$ cat config.mk
export PLATFORM = sky130hd
export DESIGN_NAME = bounded_buffer_with_wait_queues_flat
export DESIGN_NICKNAME = d
export VERILOG_FILES = /design/src/hdl/bbwq_pkg.sv /design/src/hdl/bbwq_req_if.sv /design/src/hdl/bbwq_res_if.sv /design/src/hdl/bbwq_ram.sv /design/src/hdl/bounded_buffer_with_wait_queues.sv /design/src/flat_wrapper.sv
export SDC_FILE = /design/constraint.sdc
export NUM_CORES = 1
export LEC_CHECK = 0
export ABC_CLOCK_PERIOD_IN_PS = 5000
export BUFFER_PORTS_ARGS = -buffer_cell sky130_fd_sc_hd__clkbuf_2
export CAP_MARGIN = 20
export CORE_MARGIN = 3
export CORE_UTILIZATION = 65
export DETAILED_ROUTE_END_ITERATION = 12
export PLACE_DENSITY = 0.84
export SLEW_MARGIN = 20
export SYNTH_ARGS = -nofsm -noshare
export SYNTH_HDL_FRONTEND = slang
export SYNTH_SLANG_ARGS = --single-unit
$ cat constraint.sdc
create_clock -name clk -period 5 [get_ports clk]
set_clock_uncertainty 0.2 [all_clocks]
set_input_delay 1 -clock clk [delete_from_list [all_inputs] [get_ports clk]]
set_output_delay 1 -clock clk [all_outputs]
set_load 0.005 [all_outputs]
$ cat src/hdl/bbwq_pkg.sv
package bbwq_pkg;

  localparam int BUF_DEPTH  = 8;
  localparam int PARK_DEPTH = 16;
  localparam int DATA_W     = 8;
  localparam int CONS_W     = 8;

  localparam int BUF_AW  = (BUF_DEPTH > 1) ? $clog2(BUF_DEPTH) : 1;
  localparam int FILL_W  = $clog2(BUF_DEPTH + 1);
  localparam int PARK_AW = (PARK_DEPTH > 1) ? $clog2(PARK_DEPTH) : 1;
  localparam int PCNT_W  = $clog2(PARK_DEPTH + 1);

  localparam logic [CONS_W-1:0] CONS_MAX = {CONS_W{1'b1}};

  typedef enum logic [2:0] {
    EV_STORED   = 3'd0,
    EV_PARKED   = 3'd1,
    EV_HANDED   = 3'd2,
    EV_CONSUMED = 3'd3,
    EV_CBLOCK   = 3'd4,
    EV_DROPPED  = 3'd5
  } ev_t;

  typedef enum logic [0:0] {
    ST_IDLE,
    ST_EXEC
  } st_t;

endpackage

$ cat src/hdl/bbwq_req_if.sv
interface bbwq_req_if import bbwq_pkg::*; ();
  logic              valid;
  logic              ready;
  logic              kind;
  logic [DATA_W-1:0] value;

  modport source (output valid, output kind, output value, input ready);
  modport sink (input valid, input kind, input value, output ready);
endinterface

$ cat src/hdl/bbwq_res_if.sv
interface bbwq_res_if import bbwq_pkg::*; ();
  logic               valid;
  logic               ready;
  logic [2:0]         event_res;
  logic               data_valid;
  logic [DATA_W-1:0]  data_out;
  logic               producer_released;
  logic [PCNT_W-1:0]  producers_waiting;
  logic [CONS_W-1:0]  consumers_waiting;
  logic [FILL_W-1:0]  fill_count;
  logic [BUF_AW-1:0]  write_index;
  logic [BUF_AW-1:0]  read_index;

  modport source (
    output valid, output event_res, output data_valid, output data_out,
    output producer_released, output producers_waiting, output consumers_waiting,
    output fill_count, output write_index, output read_index, input ready
  );
  modport sink (
    input valid, input event_res, input data_valid, input data_out,
    input producer_released, input producers_waiting, input consumers_waiting,
    input fill_count, input write_index, input read_index, output ready
  );
endinterface

$ cat src/hdl/bbwq_ram.sv
module bbwq_ram #(
  parameter int WIDTH = 8,
  parameter int DEPTH = 8,
  localparam int AW = (DEPTH > 1) ? $clog2(DEPTH) : 1
) (
  input  logic             clk,
  input  logic             we,
  input  logic [AW-1:0]    waddr,
  input  logic [WIDTH-1:0] wdata,
  input  logic [AW-1:0]    raddr,
  output logic [WIDTH-1:0] rdata
);

  logic [WIDTH-1:0] mem [DEPTH];

  always_ff @(posedge clk) begin
    if (we) begin
      mem[waddr] <= wdata;
    end
    rdata <= mem[raddr];
  end

endmodule

$ cat src/hdl/bounded_buffer_with_wait_queues.sv
// Each accepted item is captured, then handled in ST_EXEC, which registers its result.
// A new item is not taken until ST_EXEC returns to ST_IDLE; each item does a read of both RAMs
// (buffer slot at the read pointer, park slot at its head), then at most one write back.
// A pending result does not block the next item once the sink takes it.
// Reset (rst, synchronous): state, pointers, counts and the result valid flag clear;
// RAM contents are not cleared and no clearing pass is run.
module bounded_buffer_with_wait_queues import bbwq_pkg::*; (
  input logic      clk,
  input logic      rst,
  bbwq_req_if.sink req,
  bbwq_res_if.source res
);

  st_t state, state_next;

  logic              kind;
  logic [DATA_W-1:0] value;

  logic [FILL_W-1:0]  fill_level, fill_level_next;
  logic [BUF_AW-1:0]  write_slot, write_slot_next;
  logic [BUF_AW-1:0]  read_slot, read_slot_next;
  logic [PARK_AW-1:0] parked_head, parked_head_next;
  logic [PCNT_W-1:0]  parked_count, parked_count_next;
  logic [CONS_W-1:0]  blocked_consumers, blocked_consumers_next;

  logic              res_valid, res_valid_next;
  ev_t               ev, ev_next;
  logic              dvalid, dvalid_next;
  logic [DATA_W-1:0] dout, dout_next;
  logic              released, released_next;

  logic               buf_we;
  logic [DATA_W-1:0]  buf_wdata;
  logic [DATA_W-1:0]  buf_rdata;
  logic               park_we;
  logic [PARK_AW-1:0] park_waddr;
  logic [DATA_W-1:0]  park_rdata;
  logic [PARK_AW:0]   park_sum;
  logic [FILL_W-1:0]  fill_mid;
  logic [BUF_AW-1:0]  wr_inc;
  logic [BUF_AW-1:0]  rd_inc;
  logic               accept;

  bbwq_ram #(.WIDTH(DATA_W), .DEPTH(BUF_DEPTH)) u_buf_ram (
    .clk   (clk),
    .we    (buf_we),
    .waddr (write_slot),
    .wdata (buf_wdata),
    .raddr (read_slot),
    .rdata (buf_rdata)
  );

  bbwq_ram #(.WIDTH(DATA_W), .DEPTH(PARK_DEPTH)) u_park_ram (
    .clk   (clk),
    .we    (park_we),
    .waddr (park_waddr),
    .wdata (value),
    .raddr (parked_head),
    .rdata (park_rdata)
  );

  assign req.ready = (state == ST_IDLE) && (!res_valid || res.ready);
  assign accept    = req.valid && req.ready;

  assign wr_inc = (write_slot == BUF_AW'(BUF_DEPTH - 1)) ? '0 : write_slot + 1'b1;
  assign rd_inc = (read_slot == BUF_AW'(BUF_DEPTH - 1)) ? '0 : read_slot + 1'b1;

  assign park_sum   = {1'b0, parked_head} + (PARK_AW + 1)'(parked_count);
  assign park_waddr = (park_sum >= (PARK_AW + 1)'(PARK_DEPTH)) ?
                      PARK_AW'(park_sum - (PARK_AW + 1)'(PARK_DEPTH)) :
                      PARK_AW'(park_sum);

  always_ff @(posedge clk) begin
    if (rst) begin
      state             <= ST_IDLE;
      fill_level        <= '0;
      write_slot        <= '0;
      read_slot         <= '0;
      parked_head       <= '0;
      parked_count      <= '0;
      blocked_consumers <= '0;
      res_valid         <= 1'b0;
    end else begin
      state             <= state_next;
      fill_level        <= fill_level_next;
      write_slot        <= write_slot_next;
      read_slot         <= read_slot_next;
      parked_head       <= parked_head_next;
      parked_count      <= parked_count_next;
      blocked_consumers <= blocked_consumers_next;
      res_valid         <= res_valid_next;
    end
  end

  always_ff @(posedge clk) begin
    if (accept) begin
      kind  <= req.kind;
      value <= req.value;
    end
    ev       <= ev_next;
    dvalid   <= dvalid_next;
    dout     <= dout_next;
    released <= released_next;
  end

  always_comb begin
    state_next             = state;
    fill_level_next        = fill_level;
    write_slot_next        = write_slot;
    read_slot_next         = read_slot;
    parked_head_next       = parked_head;
    parked_count_next      = parked_count;
    blocked_consumers_next = blocked_consumers;
    res_valid_next         = res_valid && !res.ready;
    ev_next                = ev;
    dvalid_next            = dvalid;
    dout_next              = dout;
    released_next          = released;
    buf_we                 = 1'b0;
    buf_wdata              = value;
    park_we                = 1'b0;
    fill_mid               = fill_level;

    unique case (state)
      ST_IDLE: begin
        if (accept) begin
          state_next = ST_EXEC;
        end
      end
      ST_EXEC: begin
        state_next     = ST_IDLE;
        res_valid_next = 1'b1;
        dvalid_next    = 1'b0;
        dout_next      = '0;
        released_next  = 1'b0;
        if (!kind) begin
          if (blocked_consumers != '0) begin
            blocked_consumers_next = blocked_consumers - 1'b1;
            ev_next     = EV_HANDED;
            dvalid_next = 1'b1;
            dout_next   = value;
            if (fill_level < FILL_W'(BUF_DEPTH)) begin
              buf_we          = 1'b1;
              write_slot_next = wr_inc;
              read_slot_next  = rd_inc;
            end
          end else if (fill_level < FILL_W'(BUF_DEPTH)) begin
            buf_we          = 1'b1;
            write_slot_next = wr_inc;
            fill_level_next = fill_level + 1'b1;
            ev_next         = EV_STORED;
          end else if (parked_count < PCNT_W'(PARK_DEPTH)) begin
            park_we           = 1'b1;
            parked_count_next = parked_count + 1'b1;
            ev_next           = EV_PARKED;
          end else begin
            ev_next = EV_DROPPED;
          end
        end else begin
          if (fill_level == '0) begin
            if (blocked_consumers != CONS_MAX) begin
              blocked_consumers_next = blocked_consumers + 1'b1;
            end
            ev_next = EV_CBLOCK;
          end else begin
            dout_next      = buf_rdata;
            dvalid_next    = 1'b1;
            read_slot_next = rd_inc;
            fill_mid       = fill_level - 1'b1;
            ev_next        = EV_CONSUMED;
          end
          fill_level_next = fill_mid;
          if (parked_count != '0 && fill_mid < FILL_W'(BUF_DEPTH)) begin
            buf_we            = 1'b1;
            buf_wdata         = park_rdata;
            write_slot_next   = wr_inc;
            fill_level_next   = fill_mid + 1'b1;
            parked_head_next  = (parked_head == PARK_AW'(PARK_DEPTH - 1)) ?
                                '0 : parked_head + 1'b1;
            parked_count_next = parked_count - 1'b1;
            released_next     = 1'b1;
          end
        end
      end
      default: state_next = ST_IDLE;
    endcase
  end

  assign res.valid             = res_valid;
  assign res.event_res         = ev;
  assign res.data_valid        = dvalid;
  assign res.data_out          = dout;
  assign res.producer_released = released;
  assign res.producers_waiting = parked_count;
  assign res.consumers_waiting = blocked_consumers;
  assign res.fill_count        = fill_level;
  assign res.write_index       = write_slot;
  assign res.read_index        = read_slot;

endmodule
$ cat src/flat_wrapper.sv
// flat-port wrapper written by rule: the top's interface ports become plain ports
module bounded_buffer_with_wait_queues_flat import bbwq_pkg::*;
  (clk, rst, req_valid, req_kind, req_value, req_ready, res_valid, res_event_res, res_data_valid, res_data_out, res_producer_released, res_producers_waiting, res_consumers_waiting, res_fill_count, res_write_index, res_read_index, res_ready);
  bbwq_req_if req_i ();
  bbwq_res_if res_i ();
  input logic clk;
  input logic rst;
  input wire logic [$bits(req_i.valid)-1:0] req_valid;
  input wire logic [$bits(req_i.kind)-1:0] req_kind;
  input wire logic [$bits(req_i.value)-1:0] req_value;
  output wire logic [$bits(req_i.ready)-1:0] req_ready;
  output wire logic [$bits(res_i.valid)-1:0] res_valid;
  output wire logic [$bits(res_i.event_res)-1:0] res_event_res;
  output wire logic [$bits(res_i.data_valid)-1:0] res_data_valid;
  output wire logic [$bits(res_i.data_out)-1:0] res_data_out;
  output wire logic [$bits(res_i.producer_released)-1:0] res_producer_released;
  output wire logic [$bits(res_i.producers_waiting)-1:0] res_producers_waiting;
  output wire logic [$bits(res_i.consumers_waiting)-1:0] res_consumers_waiting;
  output wire logic [$bits(res_i.fill_count)-1:0] res_fill_count;
  output wire logic [$bits(res_i.write_index)-1:0] res_write_index;
  output wire logic [$bits(res_i.read_index)-1:0] res_read_index;
  input wire logic [$bits(res_i.ready)-1:0] res_ready;
  assign req_i.valid = req_valid;
  assign req_i.kind = req_kind;
  assign req_i.value = req_value;
  assign req_ready = req_i.ready;
  assign res_valid = res_i.valid;
  assign res_event_res = res_i.event_res;
  assign res_data_valid = res_i.data_valid;
  assign res_data_out = res_i.data_out;
  assign res_producer_released = res_i.producer_released;
  assign res_producers_waiting = res_i.producers_waiting;
  assign res_consumers_waiting = res_i.consumers_waiting;
  assign res_fill_count = res_i.fill_count;
  assign res_write_index = res_i.write_index;
  assign res_read_index = res_i.read_index;
  assign res_i.ready = res_ready;
  bounded_buffer_with_wait_queues u_core (.clk(clk), .rst(rst), .req(req_i), .res(res_i));
endmodule
### Word level (Yosys, flattened, before mapping)

Memories as Yosys holds them, arrays and structs flattened. A register that Yosys moved wholly into a read port is not among the register bits.
Index checks and enable logic that the tools add are counted.

| cells by class | value |
|---|---|
| reduce and logical (&&, ||, !) cells | 19 |
| equality and inequality tests | 10 |
| order comparisons | 4 |
| add/sub/neg operators | 12 |
| bitwise logic cells | 1 |
| muxes and demuxes | 57 |

Operator list:

| cell | number |
|---|---|
| 8-bit 2-to-1 mux | 10 |
| 3-bit 2-to-1 mux | 14 |
| 4-bit 2-to-1 mux | 9 |
| 5-bit 2-to-1 mux | 5 |
| 1-bit 2-to-1 mux | 18 |
| 4-bit by 1-bit adder with 4-bit output (second input constant) | 3 |
| 3-bit AND reduction | 3 |
| 8-bit by 1-bit adder with 8-bit output (second input constant) | 1 |
| 4-bit less-than comparator (second input constant) | 2 |
| 2-bit inequality test (second input constant) | 4 |
| 8-bit inequality test (second input constant) | 1 |
| 4-bit AND reduction | 2 |
| 8-bit nonzero test | 1 |
| 4-bit by 1-bit subtractor with 4-bit output (second input constant) | 2 |
| 8-bit by 1-bit subtractor with 8-bit output (second input constant) | 1 |
| 3-bit by 1-bit adder with 3-bit output (second input constant) | 2 |
| 3-bit == test (second input constant) | 2 |
| 2-bit nonzero test | 3 |
| 4-bit by 5-bit adder with 5-bit output | 1 |
| 5-bit by 1-bit adder with 5-bit output (second input constant) | 1 |
| 5-bit >= comparator (second input constant) | 1 |
| 5-bit less-than comparator (second input constant) | 1 |
| 5-bit AND reduction | 1 |
| 5-bit nonzero test | 1 |
| other kinds (9) | 14 |

| word-level totals | value |
|---|---|
| bits in writable memories | 192 |
| flip-flop bits (word level) | 51 |
| logic and storage cells | 119 |
| output and inout port bits | 38 |
| bits of input ports | 13 |
| memories kept | 2 |

Memory list:

| memory | depth | width | rd ports | clocked after Yosys merged registers in | wr ports | RTL line | RTL |
|---|---|---|---|---|---|---|---|
| u_core.u_park_ram.mem | 16 | 8 | 1 | 1 | 1 | bbwq_ram.sv:14 | `logic [WIDTH-1:0] mem [DEPTH];` |
| u_core.u_buf_ram.mem | 8 | 8 | 1 | 1 | 1 | bbwq_ram.sv:14 |  |

### Longest topological paths before layout

| depth | value |
|---|---|
| depth in word-level cells | 11 |
| depth in mapped cells | 9 |
| mapped depth without buffers | 9 |

### Cells and area by module

A second synthesis with hierarchy kept.

| second synthesis, totals | value |
|---|---|
| cell total of the unflattened synthesis | 625 |
| area, all modules | 10807.9 um^2 |

By module, submodules not included:

| module | times used | cells each | sequential area each (um^2) | area an instance (um^2) |
|---|---|---|---|---|
| bbwq_ram at u_core.u_park_ram | 1 | 229 | 4003.8 | 5147.4 |
| bounded_buffer_with_wait_queues | 1 | 282 | 1211.2 | 2969.1 |
| bbwq_ram at u_core.u_buf_ram | 1 | 114 | 2082.0 | 2691.3 |

### Worst setup path after synthesis

No wires, ideal clock.

| path | value |
|---|---|
| path kind | reg2reg |
| from | reg u_core.fill_level[0] (netlist: u_core.res.fill_count[0]) |
| to | mem u_core.u_buf_ram.mem[0][0] (enable) |
| stages on the path, launching flop included | 6 |
| clock period less this slack | 2.725 ns |
| setup slack | 2.275 ns |
| required time | 4.417 ns |
| buffers on the path | 0 |
| library setup time | 0.383 ns |
| arrival | 2.142 ns |
| cells stage by stage | dfxtp_1 -> nor3_1 -> mux2i_1 -> a21oi_2 -> or2_2 -> nor3_1 |

| on the way | value |
|---|---|
| longest elaborated chain between the ends | 11 |
| elaborated cells between the ends (all ways) | 14 |
| those cells by class | 1 x add/sub; 2 x order compare; 9 x mux; 2 x reduce/logical |

Ends and longest elaborated chain:

| what | RTL line | RTL |
|---|---|---|
| start, declared | bounded_buffer_with_wait_queues.sv:19 | `logic [FILL_W-1:0] fill_level, fill_level_next;` |
| start signal, assigned | bounded_buffer_with_wait_queues.sv:85 | `fill_level <= fill_level_next;` |
| 4-bit by 1-bit subtractor with 4-bit output / 4-bit zero test (equally long branches) | bounded_buffer_with_wait_queues.sv:169, bounded_buffer_with_wait_queues.sv:160 |  |
| 4-bit 2-to-1 mux | bounded_buffer_with_wait_queues.sv:160 | `if (fill_level == '0) begin` |
| 4-bit 2-to-1 mux | bounded_buffer_with_wait_queues.sv:136 | `if (!kind) begin` |
| 4-bit 2-to-1 mux | bounded_buffer_with_wait_queues.sv:124 | `unique case (state)` |
| 4-bit less-than comparator | bounded_buffer_with_wait_queues.sv:173 | `if (parked_count != '0 && fill_mid < FILL_W'(BUF_DEPTH)) begin` |
| 1-bit logical AND | bounded_buffer_with_wait_queues.sv:173 |  |
| 1-bit 2-to-1 mux | bounded_buffer_with_wait_queues.sv:173 |  |
| 1-bit 2-to-1 mux (*) | bounded_buffer_with_wait_queues.sv:136 |  |
| 1-bit 2-to-1 mux (*) | bounded_buffer_with_wait_queues.sv:124 |  |
| 1-bit 2-to-1 mux (*) | bbwq_ram.sv:17 | `if (we) begin` |
| 1-bit 2-to-1 mux (implied by the code) (*) | bbwq_ram.sv:18 | `mem[waddr] <= wdata;` |
| end, declared | bbwq_ram.sv:14 |  |

Mark *: on every way between the ends. The rest lies on a longest branch, timed or not. The select of a mux whose other input is x is not followed.

### Worst setup path in the final report

| path | value |
|---|---|
| from | reg u_core.kind |
| to | mem u_core.u_buf_ram.mem[7][5] (enable) |

| on the way | value |
|---|---|
| longest elaborated chain between the ends | 4 |

Ends and longest elaborated chain:

| what | RTL line | RTL |
|---|---|---|
| start, declared | bounded_buffer_with_wait_queues.sv:16 | `logic kind;` |
| start signal, assigned | bounded_buffer_with_wait_queues.sv:97 | `kind <= req.kind;` |
| 1-bit 2-to-1 mux | bounded_buffer_with_wait_queues.sv:136 |  |
| 1-bit 2-to-1 mux | bounded_buffer_with_wait_queues.sv:124 |  |
| 1-bit 2-to-1 mux | bbwq_ram.sv:17 |  |
| 1-bit 2-to-1 mux (implied by the code) | bbwq_ram.sv:18 |  |

Every way passes these cells.

==> metrics.md <==
| Metric | Value |
|---|---|
| Outcome | completed |
| Synth async-reset ratio | 0 |
| Congestion Overflow GR | 0 |
| Die area | 18100 sq um |
| Post-CTS Setup Repair Bufs | 0 |
| Internal power | ~3.6 mW |
| Dpl cells | 880 |
| I/O Buffers | 50 |
| Max VDD drop | 0.000396 V |
| Yosys reg bits | around 260 |
| GRT Util Overall | 0.250 |
| Vias in the first global route | 5932 |
| # DRC | 0 |
| F_max | 305 MHz |
| Syn_nets | 671 |
| Starting Density | 0.670 |
| Switching power | 976 uW |
| Die Ht | between 100 and 150 um |
| Worst-Skew Late Latency | around 0.51 ns |
| Core Box Area | 16000 sq um |
| Worst slack, placed | approximately 1.6 ns |
| HP Class | reg2reg |
| Final Hold Viols | 0 |
| CTS max path bufs | 3 |
| Synthesized area | 10700 sq um |
| Setup Crit Path Kind | reg2reg |
| First-pass GRT wire length | 34200 um |
| WP data arrival | 3.22 ns |
| Boundary Pins | 51 |
| DR vias | 5919 |
| Slew Limit Headroom | 0.384 |
| YS warnings | 0 |
| Count of nets after finishing | 728 |
| Final std cells w/o fill | 927 |
| R2R setup slack | 1.72 ns |
| CTS Sinks | 258 |
| Post-layout util | 0.748 |
| RePlAce Congestion | 0.928 |
| Sw Ratio | 0.215 |
| Synth top cells by count | edfxtp_1, mux4_2, nor2_1 |
| CTS tree | built |
| End of the critical path | u_core.u_buf_ram.mem[7][5] |
| R2r endpoint | u_core.u_buf_ram.mem[7][5] |
| Diode count | 0 |
| DRT Pass-1 Iters | 5 |
| Top-area cell type share of the netlist area | 0.597 |
| Largest net degree at the start of global routing | 37 |
| Crit. End Element | flop |
| # rows | 46 |
| Layout cells sized above 1 | 0.253 |
| MaxCap Viol Count | 0 |
| Antenna violations before repair | 0 |
| Ys flop type | edfxtp_1 |
| Post-Synthesis Cells | 635 |
| Combinational power share | 0.060 |
| Setup Viol. Count Final | 0 |
| Cts bufs inserted | 26 |
| Avg Inst Size Synth | 16.9 sq um |
| H-tree depth | 1 |
| Clock power share | 0.408 |
| Synth top area cells | edfxtp_1, mux4_2, dfxtp_1, ha_1, nor2_1 |
| PwrDens | roughly 380 nW/um^2 |
| Area leader, netlist | edfxtp_1 |
| Routed vias/inst | 6.39 |
| Leak pwr | 4.04 nW |
| Setup TNS Final | 0 ns |
| Slew @ Worst Pin | 0.924 ns |
| Sequential share of the synthesized area | 0.681 |
| Routed Antenna Nets | 0 |
| Clk pin slew, worst setup/hold paths | 0.06 ns |
| Final Max Tran Viols | 0 |
| Reg2reg start | u_core.kind |
| Post-synth EDFFs | 213 |
| Root Driver | clkbuf_16 |
| Critical Path RT | 4.94 ns |
| RSZ-0062 raised after global routing | false |
| Post-synth cell types | 61 |
| Die W | around 130 um |
| Layout area overhead | 11.7% |
| DR WL/cell | 23.6 um |
| Iteration-0 DRC Markers | 579 |
| CTS resizes | 0 |
| HPWL after DPL | 13600 um |
| R2R cell count | 5 |
| Fin crit share | 0.656 |
| Critical path launch point | u_core.kind |
| Routed WL | 21800 um |
| Startpoint Class | flop |
| Seq pwr share | 0.532 |
| Post-route minimum period | between 3 and 4 ns |
| Worst setup margin | 1.72 ns |
| Hold_buf cts | 0 |
| Top-count cell post-synth | edfxtp_1 |
| Largest fanout on the critical path | 18 |
[area by class of cell]
type                            instances  area, sq um
Inverter                                9         33.8
Clock buffer                           31          691
Timing Repair Buffer                   55          288
Multi-Input combinational cell        342         3260
Fill cell                             935         4030
Tap cell                              216          270
Sequential cell                       258         7300
Clock inverter                         16          129
[per-layer routing]
layer | track usage | vias up | share of wire | routed length [um]
li1 | - | 2617 | - | -
met1 | 0.353 | 3008 | 0.40 | 8750
met2 | 0.408 | 255 | 0.50 | 10900
met3 | 0.0431 | 39 | 0.073 | 1600
met4 | 0.0758 | 0 | 0.028 | 602
met5 | 0 | - | 0 | 0
[worst min-delay path by stage]
stage | endpoint | depth (start not counted) | start
3_5_place_dp | u_core.res.data_out[5] | 1 | u_core.u_buf_ram.rdata[5]
5_1_grt | u_core.res.data_out[5] | 1 | u_core.u_buf_ram.rdata[5]
4_1_cts | u_core.res.data_out[5] | 1 | u_core.u_buf_ram.rdata[5]
2_1_floorplan | u_core.res.write_index[1] | 2 | u_core.res.write_index[1]
3_3_place_gp | u_core.res.valid | 2 | u_core.res.valid
6_report | u_core.res.data_out[5] | 1 | u_core.u_buf_ram.rdata[5]
[stage by stage]
step / power [mW] / area, sq um / hold WS (ns)
floorplan: 2.64 / 10700 / 0.285
global placement: 2.72 / 11100 / 0.296
detailed placement: 2.73 / 11100 / 0.306
CTS: 4.57 / 12000 / 0.316
global route: 4.67 / 12000 / 0.342
finish: 4.55 / 12000 / 0.321
[power groups by stage]
stage | Clock (mW) | Combinational, mW | Sequential (mW)
4_1_cts | 1.88 | 0.271 | 2.42
6_report | 1.85 | 0.271 | 2.42
2_1_floorplan | 0 | 0.198 | 2.44
3_5_place_dp | 0 | 0.266 | 2.47
3_3_place_gp | 0 | 0.257 | 2.46
5_1_grt | 1.95 | 0.298 | 2.43
[state kept, by name (all words and copies together) (netlist names), 3 cells and up]
| register | count |
|---|---|
| u_core.u_park_ram.mem | 128 |
| u_core.u_buf_ram.mem | 64 |
| u_core.res.consumers_waiting | 8 |
| u_core.res.data_out | 8 |
| u_core.u_buf_ram.rdata | 8 |
| u_core.u_park_ram.rdata | 8 |
| u_core.value | 8 |
| u_core.res.producers_waiting | 5 |
| u_core.parked_head | 4 |
| u_core.res.fill_count | 4 |
| u_core.res.event_res | 3 |
| u_core.res.read_index | 3 |
| u_core.res.write_index | 3 |
[cells by family (layout without fill, tap and decap cells)]
family	Yosys count	in the layout	synth area share
DFF	258	258	0.681
AOI/OAI and AO/OA	95	95	0.0600
xor gates and xnor gates	15	15	0.0123
adders and majority gates	23	23	0.0290
muxes	85	85	0.140
buffers and inverters	35	111	0.0156
and+or+nand+nor	124	124	0.0623
[cell usage in the layout, fill, tap and decap left out, types with 3 or more instances in the layout]
cell type	Yosys	layout
nand2_1	20	20
mux2i_1	17	17
xnor2_1	11	11
mux2_2	13	13
mux2_4	6	6
o21ai_0	15	15
xor2_1	4	4
clkinv_2	0	7
and2_1	3	3
ha_1	20	20
clkbuf_2	0	50
a22o_1	8	8
nor3b_1	4	4
a211oi_1	15	15
nor3_1	9	7
clkbuf_16	0	27
buf_4	4	5
edfxtp_1	213	213
clkbuf_1	13	4
or3_1	4	4
nand3_1	6	6
nor2b_1	12	12
inv_1	8	8
mux4_2	48	48
dfxtp_1	45	44
nor2_1	46	46
clkinv_1	0	5
a21oi_1	30	30
nand4_1	3	3
fa_1	3	3
a21o_1	6	6
nand2b_1	3	3
o211ai_1	3	3
[critical path: stages (launching register included)]
cell	delay, ns
edfxtp_1	0.80
nand2_1	0.28
o21bai_4	0.29
nor2_4	0.33
o21ai_0	0.32
nor2_1	0.68
No activity file was read; power rests on OpenSTA's default activity.
